[config.mk]
export PLATFORM = sky130hd
export DESIGN_NAME = fifo_with_min_max
export DESIGN_NICKNAME = d
export VERILOG_FILES = /design/src/hw/rtl/fwmm_pkg.sv /design/src/hw/rtl/fifo_with_min_max.sv /design/src/hw/rtl/fwmm_ram.sv /design/src/hw/rtl/fwmm_datapath.sv /design/src/hw/rtl/fwmm_ctrl.sv
export SDC_FILE = /design/constraint.sdc
export NUM_CORES = 2
export LEC_CHECK = 0
export BUFFER_PORTS_ARGS = -buffer_cell sky130_fd_sc_hd__buf_2
export CAP_MARGIN = 20
export CORE_ASPECT_RATIO = 1.4
export CORE_MARGIN = 1.5
export CORE_UTILIZATION = 52
export CTS_BUF_LIST = sky130_fd_sc_hd__clkbuf_16
export CTS_CLUSTER_SIZE = 28
export DETAILED_ROUTE_END_ITERATION = 8
export HOLD_SLACK_MARGIN = 0.15
export PLACE_DENSITY = 0.68
export SLEW_MARGIN = 20
export SYNTH_ARGS = -nofsm -noshare
export SYNTH_HDL_FRONTEND = slang
export SYNTH_SLANG_ARGS = --single-unit
export TNS_END_PERCENT = 5
[constraint.sdc]
create_clock -name clk -period 20.9 [get_ports clk]
set_input_delay 4.18 -clock clk [delete_from_list [all_inputs] [get_ports clk]]
set_output_delay 4.18 -clock clk [all_outputs]
set_load 0.02 [all_outputs]
[src/hw/rtl/fwmm_pkg.sv]
// ----------------------------------------------------------------------------
// FIFO with min/max query: package
// Types and fixed constants shared by the controller and the datapath.
// ----------------------------------------------------------------------------
`timescale 1ns / 1ps
`default_nettype none

package fwmm_pkg;

  // Field widths fixed by the stream format.
  localparam int VAL_W = 32;
  localparam int CNT_OUT_W = 6;

  // Extremes used to seed the scan.
  localparam logic signed [VAL_W-1:0] INT_MIN = 32'sh8000_0000;
  localparam logic signed [VAL_W-1:0] INT_MAX = 32'sh7FFF_FFFF;

  // Request kinds carried in the input tuser.
  localparam logic REQ_ENQ = 1'b0;
  localparam logic REQ_DEQ = 1'b1;

  // Result status codes.
  typedef enum logic [1:0] {
    STAT_OK    = 2'd0,
    STAT_EMPTY = 2'd1,
    STAT_FULL  = 2'd2
  } status_t;

  // Controller states.
  typedef enum logic [1:0] {
    S_IDLE,
    S_SCAN,
    S_WAIT,
    S_DONE
  } state_t;

  // Commands from the controller to the datapath.
  typedef struct packed {
    logic exec;     // Carry out the accepted request.
    logic scan_rd;  // Issue one scan read of the store.
    logic load;     // Move the finished result into the output register.
  } cmd_t;

  // Status from the datapath to the controller.
  typedef struct packed {
    logic none_left;  // No value held after the request being executed.
    logic scan_last;  // The current scan read is the final one.
  } sts_t;

endpackage

`default_nettype wire

[src/hw/rtl/fifo_with_min_max.sv]
// A bounded FIFO of signed 32-bit values that reports, with every request,
// the value removed, a status, the entry count and the largest and smallest
// values still held. Each request produces exactly one result. After a
// request is accepted, the min/max scan reads one stored entry per cycle
// through the single read port of the value store, one entry for each value
// held after the request; a wait state then takes the last read return and
// the done state loads the result into the output register. The controller
// is ready again in the cycle after the load, so a new request is accepted
// only once the result of the last one has been loaded.
// One request is in flight at a time; a finished result waits in the output
// register without blocking the next request's scan, but the next result is
// not loaded until the output register is free. The store needs no clearing
// after reset.
// ----------------------------------------------------------------------------
// FIFO with min/max query: top level
// Stream interface around the controller and the datapath.
// ----------------------------------------------------------------------------
`timescale 1ns / 1ps
`default_nettype none

module fifo_with_min_max #(
  parameter int QUEUE_DEPTH = 32
) (
  input  wire logic         clk,
  input  wire logic         rst,
  input  wire logic         s_axis_tvalid,
  output logic              s_axis_tready,
  input  wire logic [31:0]  s_axis_tdata,   // push_value[31:0]
  input  wire logic         s_axis_tuser,   // req_type[0]
  output logic              m_axis_tvalid,
  input  wire logic         m_axis_tready,
  output logic      [103:0] m_axis_tdata,   // popped_value[31:0], entry_count[37:32],
                                            // largest_value[69:38],
                                            // smallest_value[101:70], zero[103:102]
  output logic      [1:0]   m_axis_tuser    // status[1:0]
);

  fwmm_pkg::cmd_t cmd;
  fwmm_pkg::sts_t sts;
  fwmm_pkg::status_t status;
  logic signed [fwmm_pkg::VAL_W-1:0] popped_value;
  logic signed [fwmm_pkg::VAL_W-1:0] largest_value;
  logic signed [fwmm_pkg::VAL_W-1:0] smallest_value;
  logic [fwmm_pkg::CNT_OUT_W-1:0] entry_count;

  fwmm_ctrl u_ctrl (
    .clk       (clk),
    .rst       (rst),
    .in_valid  (s_axis_tvalid),
    .in_ready  (s_axis_tready),
    .out_valid (m_axis_tvalid),
    .out_ready (m_axis_tready),
    .cmd       (cmd),
    .sts       (sts)
  );

  fwmm_datapath #(
    .QUEUE_DEPTH (QUEUE_DEPTH)
  ) u_dp (
    .clk            (clk),
    .rst            (rst),
    .cmd            (cmd),
    .sts            (sts),
    .req_type       (s_axis_tuser),
    .push_value     ($signed(s_axis_tdata)),
    .popped_value   (popped_value),
    .status         (status),
    .entry_count    (entry_count),
    .largest_value  (largest_value),
    .smallest_value (smallest_value)
  );

  // Result packing, first field in the lowest bits.
  assign m_axis_tdata = {2'b00, smallest_value, largest_value, entry_count, popped_value};
  assign m_axis_tuser = status;

endmodule

`default_nettype wire

[src/hw/rtl/fwmm_ram.sv]
// ----------------------------------------------------------------------------
// FIFO with min/max query: generic RAM
// One write port and one read port with registered read data.
// ----------------------------------------------------------------------------
`timescale 1ns / 1ps
`default_nettype none

module fwmm_ram #(
  parameter int WIDTH = 32,
  parameter int DEPTH = 32
) (
  input  wire logic                     clk,
  input  wire logic                     we,
  input  wire logic [$clog2(DEPTH)-1:0] waddr,
  input  wire logic [WIDTH-1:0]         wdata,
  input  wire logic                     re,
  input  wire logic [$clog2(DEPTH)-1:0] raddr,
  output logic      [WIDTH-1:0]         rdata
);

  logic [WIDTH-1:0] mem [DEPTH];

  // Storage write and registered read.
  always_ff @(posedge clk) begin
    if (we) begin
      mem[waddr] <= wdata;
    end
    if (re) begin
      rdata <= mem[raddr];
    end
  end

endmodule

`default_nettype wire

[src/hw/rtl/fwmm_datapath.sv]
// ----------------------------------------------------------------------------
// FIFO with min/max query: datapath
// Ring pointers, the value store, the min/max scan and the output register.
// ----------------------------------------------------------------------------
`timescale 1ns / 1ps
`default_nettype none

module fwmm_datapath #(
  parameter int QUEUE_DEPTH = 32
) (
  input  wire logic                              clk,
  input  wire logic                              rst,
  input  wire fwmm_pkg::cmd_t                    cmd,
  output fwmm_pkg::sts_t                         sts,
  input  wire logic                              req_type,
  input  wire logic signed [fwmm_pkg::VAL_W-1:0] push_value,
  output logic signed [fwmm_pkg::VAL_W-1:0]      popped_value,
  output fwmm_pkg::status_t                      status,
  output logic [fwmm_pkg::CNT_OUT_W-1:0]         entry_count,
  output logic signed [fwmm_pkg::VAL_W-1:0]      largest_value,
  output logic signed [fwmm_pkg::VAL_W-1:0]      smallest_value
);

  localparam int AW = $clog2(QUEUE_DEPTH);
  localparam int CW = $clog2(QUEUE_DEPTH + 1);
  localparam logic [AW-1:0] LAST_SLOT = AW'(QUEUE_DEPTH - 1);
  localparam logic [CW-1:0] FULL_CNT = CW'(QUEUE_DEPTH);

  logic [AW-1:0] head, head_next;
  logic [AW-1:0] tail;
  logic [CW-1:0] cnt, cnt_next;
  logic [AW-1:0] scan_ptr;
  logic [CW-1:0] scan_left;
  logic pop_pend;
  logic fold_pend;
  fwmm_pkg::status_t stat_q;
  logic signed [fwmm_pkg::VAL_W-1:0] popped_q;
  logic signed [fwmm_pkg::VAL_W-1:0] max_q;
  logic signed [fwmm_pkg::VAL_W-1:0] min_q;
  logic signed [fwmm_pkg::VAL_W-1:0] rd_val;
  logic [fwmm_pkg::VAL_W-1:0] rd_data;
  logic [CW+fwmm_pkg::CNT_OUT_W-1:0] cnt_ext;
  logic is_full, is_empty, do_push, do_pop;
  logic mem_re;
  logic [AW-1:0] mem_raddr;

  // Decode the request being executed.
  assign is_full  = (cnt == FULL_CNT);
  assign is_empty = (cnt == '0);
  assign do_push  = cmd.exec && (req_type == fwmm_pkg::REQ_ENQ) && !is_full;
  assign do_pop   = cmd.exec && (req_type == fwmm_pkg::REQ_DEQ) && !is_empty;

  // Pointer and count updates of the request.
  always_comb begin
    head_next = head;
    cnt_next  = cnt;
    if (do_pop) begin
      head_next = (head == LAST_SLOT) ? '0 : head + 1'b1;
      cnt_next  = cnt - 1'b1;
    end else if (do_push) begin
      cnt_next = cnt + 1'b1;
    end
  end

  assign sts.none_left = (cnt_next == '0);
  assign sts.scan_last = (scan_left == CW'(1));

  // The single read port serves the dequeue first, then the scan.
  assign mem_re    = do_pop || cmd.scan_rd;
  assign mem_raddr = cmd.exec ? head : scan_ptr;

  fwmm_ram #(
    .WIDTH (fwmm_pkg::VAL_W),
    .DEPTH (QUEUE_DEPTH)
  ) u_ram (
    .clk   (clk),
    .we    (do_push),
    .waddr (tail),
    .wdata (push_value),
    .re    (mem_re),
    .raddr (mem_raddr),
    .rdata (rd_data)
  );

  assign rd_val = $signed(rd_data);

  // Ring pointers, count and read-return flags.
  always_ff @(posedge clk) begin
    if (rst) begin
      head      <= '0;
      tail      <= '0;
      cnt       <= '0;
      pop_pend  <= 1'b0;
      fold_pend <= 1'b0;
    end else begin
      head      <= head_next;
      cnt       <= cnt_next;
      pop_pend  <= do_pop;
      fold_pend <= cmd.scan_rd;
      if (do_push) begin
        tail <= (tail == LAST_SLOT) ? '0 : tail + 1'b1;
      end
    end
  end

  // Request result and the running min/max over the scanned entries.
  always_ff @(posedge clk) begin
    if (cmd.exec) begin
      scan_ptr  <= head_next;
      scan_left <= cnt_next;
      popped_q  <= '0;
      max_q     <= fwmm_pkg::INT_MIN;
      min_q     <= fwmm_pkg::INT_MAX;
      if (req_type == fwmm_pkg::REQ_ENQ) begin
        stat_q <= is_full ? fwmm_pkg::STAT_FULL : fwmm_pkg::STAT_OK;
      end else begin
        stat_q <= is_empty ? fwmm_pkg::STAT_EMPTY : fwmm_pkg::STAT_OK;
      end
    end else begin
      if (cmd.scan_rd) begin
        scan_ptr  <= (scan_ptr == LAST_SLOT) ? '0 : scan_ptr + 1'b1;
        scan_left <= scan_left - 1'b1;
      end
      if (pop_pend) begin
        popped_q <= rd_val;
      end
      if (fold_pend) begin
        if (rd_val > max_q) begin
          max_q <= rd_val;
        end
        if (rd_val < min_q) begin
          min_q <= rd_val;
        end
      end
    end
  end

  assign cnt_ext = (CW + fwmm_pkg::CNT_OUT_W)'(cnt);

  // Output register; an empty queue reports zero extremes.
  always_ff @(posedge clk) begin
    if (cmd.load) begin
      popped_value   <= popped_q;
      status         <= stat_q;
      entry_count    <= cnt_ext[fwmm_pkg::CNT_OUT_W-1:0];
      largest_value  <= is_empty ? '0 : max_q;
      smallest_value <= is_empty ? '0 : min_q;
    end
  end

endmodule

`default_nettype wire

[src/hw/rtl/fwmm_ctrl.sv]
// ----------------------------------------------------------------------------
// FIFO with min/max query: controller
// Sequences one request through execute, scan and result hand-off.
// ----------------------------------------------------------------------------
`timescale 1ns / 1ps
`default_nettype none

module fwmm_ctrl (
  input  wire logic           clk,
  input  wire logic           rst,
  input  wire logic           in_valid,
  output logic                in_ready,
  output logic                out_valid,
  input  wire logic           out_ready,
  output fwmm_pkg::cmd_t      cmd,
  input  wire fwmm_pkg::sts_t sts
);

  fwmm_pkg::state_t state, state_next;
  logic out_free;

  assign out_free = !out_valid || out_ready;

  // Next state.
  always_comb begin
    state_next = state;
    case (state)
      fwmm_pkg::S_IDLE: begin
        if (in_valid) begin
          state_next = sts.none_left ? fwmm_pkg::S_WAIT : fwmm_pkg::S_SCAN;
        end
      end
      fwmm_pkg::S_SCAN: begin
        if (sts.scan_last) begin
          state_next = fwmm_pkg::S_WAIT;
        end
      end
      fwmm_pkg::S_WAIT: begin
        state_next = fwmm_pkg::S_DONE;
      end
      fwmm_pkg::S_DONE: begin
        if (out_free) begin
          state_next = fwmm_pkg::S_IDLE;
        end
      end
      default: begin
        state_next = fwmm_pkg::S_IDLE;
      end
    endcase
  end

  // Commands and handshake outputs.
  always_comb begin
    in_ready    = 1'b0;
    cmd.exec    = 1'b0;
    cmd.scan_rd = 1'b0;
    cmd.load    = 1'b0;
    case (state)
      fwmm_pkg::S_IDLE: begin
        in_ready = 1'b1;
        cmd.exec = in_valid;
      end
      fwmm_pkg::S_SCAN: begin
        cmd.scan_rd = 1'b1;
      end
      fwmm_pkg::S_DONE: begin
        cmd.load = out_free;
      end
      default: begin
      end
    endcase
  end

  // State register and output valid flag.
  always_ff @(posedge clk) begin
    if (rst) begin
      state     <= fwmm_pkg::S_IDLE;
      out_valid <= 1'b0;
    end else begin
      state <= state_next;
      if (cmd.load) begin
        out_valid <= 1'b1;
      end else if (out_ready) begin
        out_valid <= 1'b0;
      end
    end
  end

endmodule

`default_nettype wire

==> flow_summary.json <==
{
  "synth_enable_flop_cells": 1173,
  "clkLatencyLatePin_ns": 0.72,
  "drt_pass1_iterations": 5,
  "grt_use_met2": 0.417,
  "crit_fanout": 51,
  "synthFlopType": "edfxtp_1",
  "grt_pass1_wl_mm": 174,
  "r2r_start": "u_ctrl.state[0]$_SDFFE_PP0P_",
  "use_met1": 0.306,
  "cp-startpoint": "s_axis_tvalid",
  "root_buffer": "clkbuf_16",
  "top_usage_layer": "met2",
  "synth_top_area_cell": "edfxtp_1",
  "endpoint": "u_dp.u_ram.rdata[16]$_DFFE_PP_",
  "post_cts_buffers": 0,
  "critPathKind": "in -> reg",
  "clk_pin_slew_worst_paths_ns": 0.06,
  "grt_overflow_total": 0,
  "timing.critical_path.arrival_ns": 8.72,
  "wl_per_cell_um": 27.7,
  "crit_path_end_kind": "flip-flop",
  "antenna_found_initial": 5,
  "place.gp.congestion": 0.816,
  "ys_ff_latch": 1290,
  "cts_tree": "done",
  "cp-start-kind": "input pin",
  "rsz0062_at_grt": "false",
  "clockBufferDepth": 3,
  "slew_viol_final": 0,
  "max-cap-violations": 0,
  "yosys_warnings": 0,
  "finalCritPeriodShare": 0.395,
  "numCtsBuffers": 113,
  "drtIter0Drc": 2638,
  "io_buffers": 142,
  "clkSinkCount": 1290,
  "gr-usage-all-layers": 0.244,
  "finalClockSkew_ns": 0.0260,
  "holdWs_ns": 0.440,
  "hold_violations": 0,
  "holdBufCountCts": 0,
  "die-width_um": 265,
  "die_y_um": 370,
  "fin_tns_setup_ns": 0,
  "grtUsageMet3": 0.0481,
  "rr_worst_depth": 13,
  "finalCriticalPeriod_ns": 8.26,
  "regToRegSetupSlack_ns": 15.51,
  "core_area_um2": 95400,
  "dp_hpwl_mm": 66.0,
  "ir_worst_vdd_mv": 0.120,
  "yosys.area.top_type_share": 0.703,
  "outcome": "finished, final reports clean",
  "power_density_nw_per_um2": 125,
  "cts.htree.levels": 3,
  "setup_viol": 0,
  "relSlewSlack": 0.238,
  "initial_utilization": 0.525,
  "diodes": 0,
  "netlist_instances": 2774,
  "worstMarginPinSlew_ns": 1.14,
  "max_freq_mhz": 121,
  "vias": 26300,
  "drive_gt1_frac": 0.222,
  "die_area_um2": 98200,
  "cts_resized": 0,
  "grt_max_degree": 142,
  "route.detailed.drc": 0,
  "synth_cell_types": 60,
  "rows": 134,
  "leakage_nw": 18.8,
  "viasPerCell": 6.16,
  "synth.area.top_cells": "edfxtp_1 70%, mux4_2 12%, dfxtp_1 4.7%",
  "syn_to_final_growth_pct": 12.3,
  "ant_nets": 0,
  "required_ns": 21.35,
  "finalNetCount": 3067,
  "num_io_pins": 145,
  "synth.avg_cell_area_um2": 18.1,
  "syn-cell-area_um2": 50100,
  "ys_seq_area_frac": 0.750,
  "synth-async-reset-ratio": 0,
  "r2r_end": "u_dp.u_ram.rdata[16]$_DFFE_PP_",
  "wl_mm": 118,
  "grt_pass1_vias": 26800,
  "hold_class": "reg -> reg"
}
[flip-flops by register name, summed over array words and instances (netlist names), 2 cells and up]
signal and cells:
u_dp.u_ram.mem 1024, u_dp.largest_value 32, u_dp.max_q 32, u_dp.min_q 32, u_dp.popped_q 32, u_dp.popped_value 32
u_dp.smallest_value 32, u_dp.u_ram.rdata 32, u_dp.cnt 6, u_dp.entry_count 6, u_dp.scan_left 6, u_dp.head 5
u_dp.scan_ptr 5, u_dp.tail 5, u_ctrl.state 2, u_dp.stat_q 2, u_dp.status 2
[cells by family (layout without fill, tap and decap cells)]
kind of cell             after synthesis  count (layout)  share of synthesized area
other                                  1               2                  0.0000749
buffers and inverters                214             483                     0.0174
multiplexers                         297             297                      0.123
AO/OA/AOI/OAI                        289             289                     0.0355
AND/OR/NAND/NOR                      591             591                     0.0515
flip-flops                          1290            1290                      0.750
adder cells (fa/ha/maj)               81              81                     0.0202
XOR/XNOR                              11              11                    0.00192
[cells in the final DEF, fill, tap and decap left out, types with 25 or more instances in the layout]
| master | n |
|---|---|
| a21oi_1 | 167 |
| nand2_1 | 305 |
| ha_1 | 81 |
| clkinv_2 | 25 |
| mux4_2 | 256 |
| clkbuf_16 | 117 |
| a22o_1 | 31 |
| or4_1 | 37 |
| inv_1 | 87 |
| o22a_1 | 31 |
| edfxtp_1 | 1173 |
| buf_4 | 53 |
| dfxtp_1 | 116 |
| buf_2 | 142 |
| nor2_1 | 129 |
| nor2_4 | 32 |
| mux2i_1 | 38 |
| clkinv_1 | 27 |
[critical path, stage by stage]
cell and delay (ns):
buf_2 0.08, nand2_1 0.05, buf_4 0.26, inv_2 0.73, nand2_1 0.21, nand2_4 0.40
buf_4 0.62, buf_4 0.77, mux4_2 0.59, nand2_1 0.09, a21oi_1 0.09, or4_1 0.52
[area by class of cell]
class | count | area, µm²
Tap cell | 1224 | 1530
Sequential cell | 1290 | 37600
Fill cell | 6847 | 39200
Inverter | 76 | 287
Clock buffer | 117 | 2930
Multi-Input combinational cell | 1271 | 12000
Timing Repair Buffer | 197 | 1160
Clock inverter | 93 | 778
[metal layers]
layer | share of wire | vias to the layer above
li1 | - | 11300
met4 | 0.038 | 10
met5 | 0.00054 | -
met1 | 0.38 | 13700
met3 | 0.076 | 226
met2 | 0.50 | 1108
[synth_stat cells (12+ instances only)]
| library cell | count |
|---|---|
| mux2i_1 | 41 |
| o21ai_0 | 14 |
| buf_1 | 27 |
| buf_2 | 30 |
| or4_1 | 38 |
| nor2_1 | 161 |
| dfxtp_1 | 117 |
| mux4_2 | 256 |
| nand3_1 | 12 |
| clkbuf_1 | 76 |
| a21oi_1 | 167 |
| a22o_1 | 31 |
| nand4_1 | 15 |
| nand2_1 | 311 |
| nor3_1 | 12 |
| o22a_1 | 31 |
| edfxtp_1 | 1173 |
| inv_1 | 74 |
| ha_1 | 81 |
[where the power goes]
group | switching (mW) | internal (mW)
logic | 1.07 | 0.758
registers | 0.145 | 3.00
clock network | 0.924 | 1.15
[worst min-delay path by stage]
stage,start,end,cells after the start
after global placement,u_dp.popped_q[29]$_SDFFE_PN0P_,u_dp.popped_value[29]$_DFFE_PP_,0
after global routing,u_dp.popped_q[31]$_SDFFE_PN0P_,u_dp.popped_value[31]$_DFFE_PP_,0
after CTS,u_dp.popped_q[29]$_SDFFE_PN0P_,u_dp.popped_value[29]$_DFFE_PP_,0
final,u_dp.popped_q[29]$_SDFFE_PN0P_,u_dp.popped_value[29]$_DFFE_PP_,0
after floorplan,u_dp.stat_q[0]$_SDFFCE_PN0N_,u_dp.status[0]$_DFFE_PP_,0
after detailed placement,u_dp.popped_q[9]$_SDFFE_PN0P_,u_dp.popped_value[9]$_DFFE_PP_,0
[stage by stage]
stage | std cells | setup WS [ns] | utilization | cell area [µm²] | power, mW
final | 4268 | 12.64 | 0.590 | 56200 | 7.05
after CTS | 4267 | 12.56 | 0.589 | 56200 | 7.09
after floorplan | 2775 | 11.47 | - | 50100 | 4.45
after detailed placement | 4057 | 11.77 | 0.550 | 52500 | 5.03
after global placement | 4057 | 11.85 | 0.550 | 52500 | 4.98
after global routing | 4268 | 12.26 | 0.590 | 56200 | 7.35
Power figures use the tool's default switching activity.
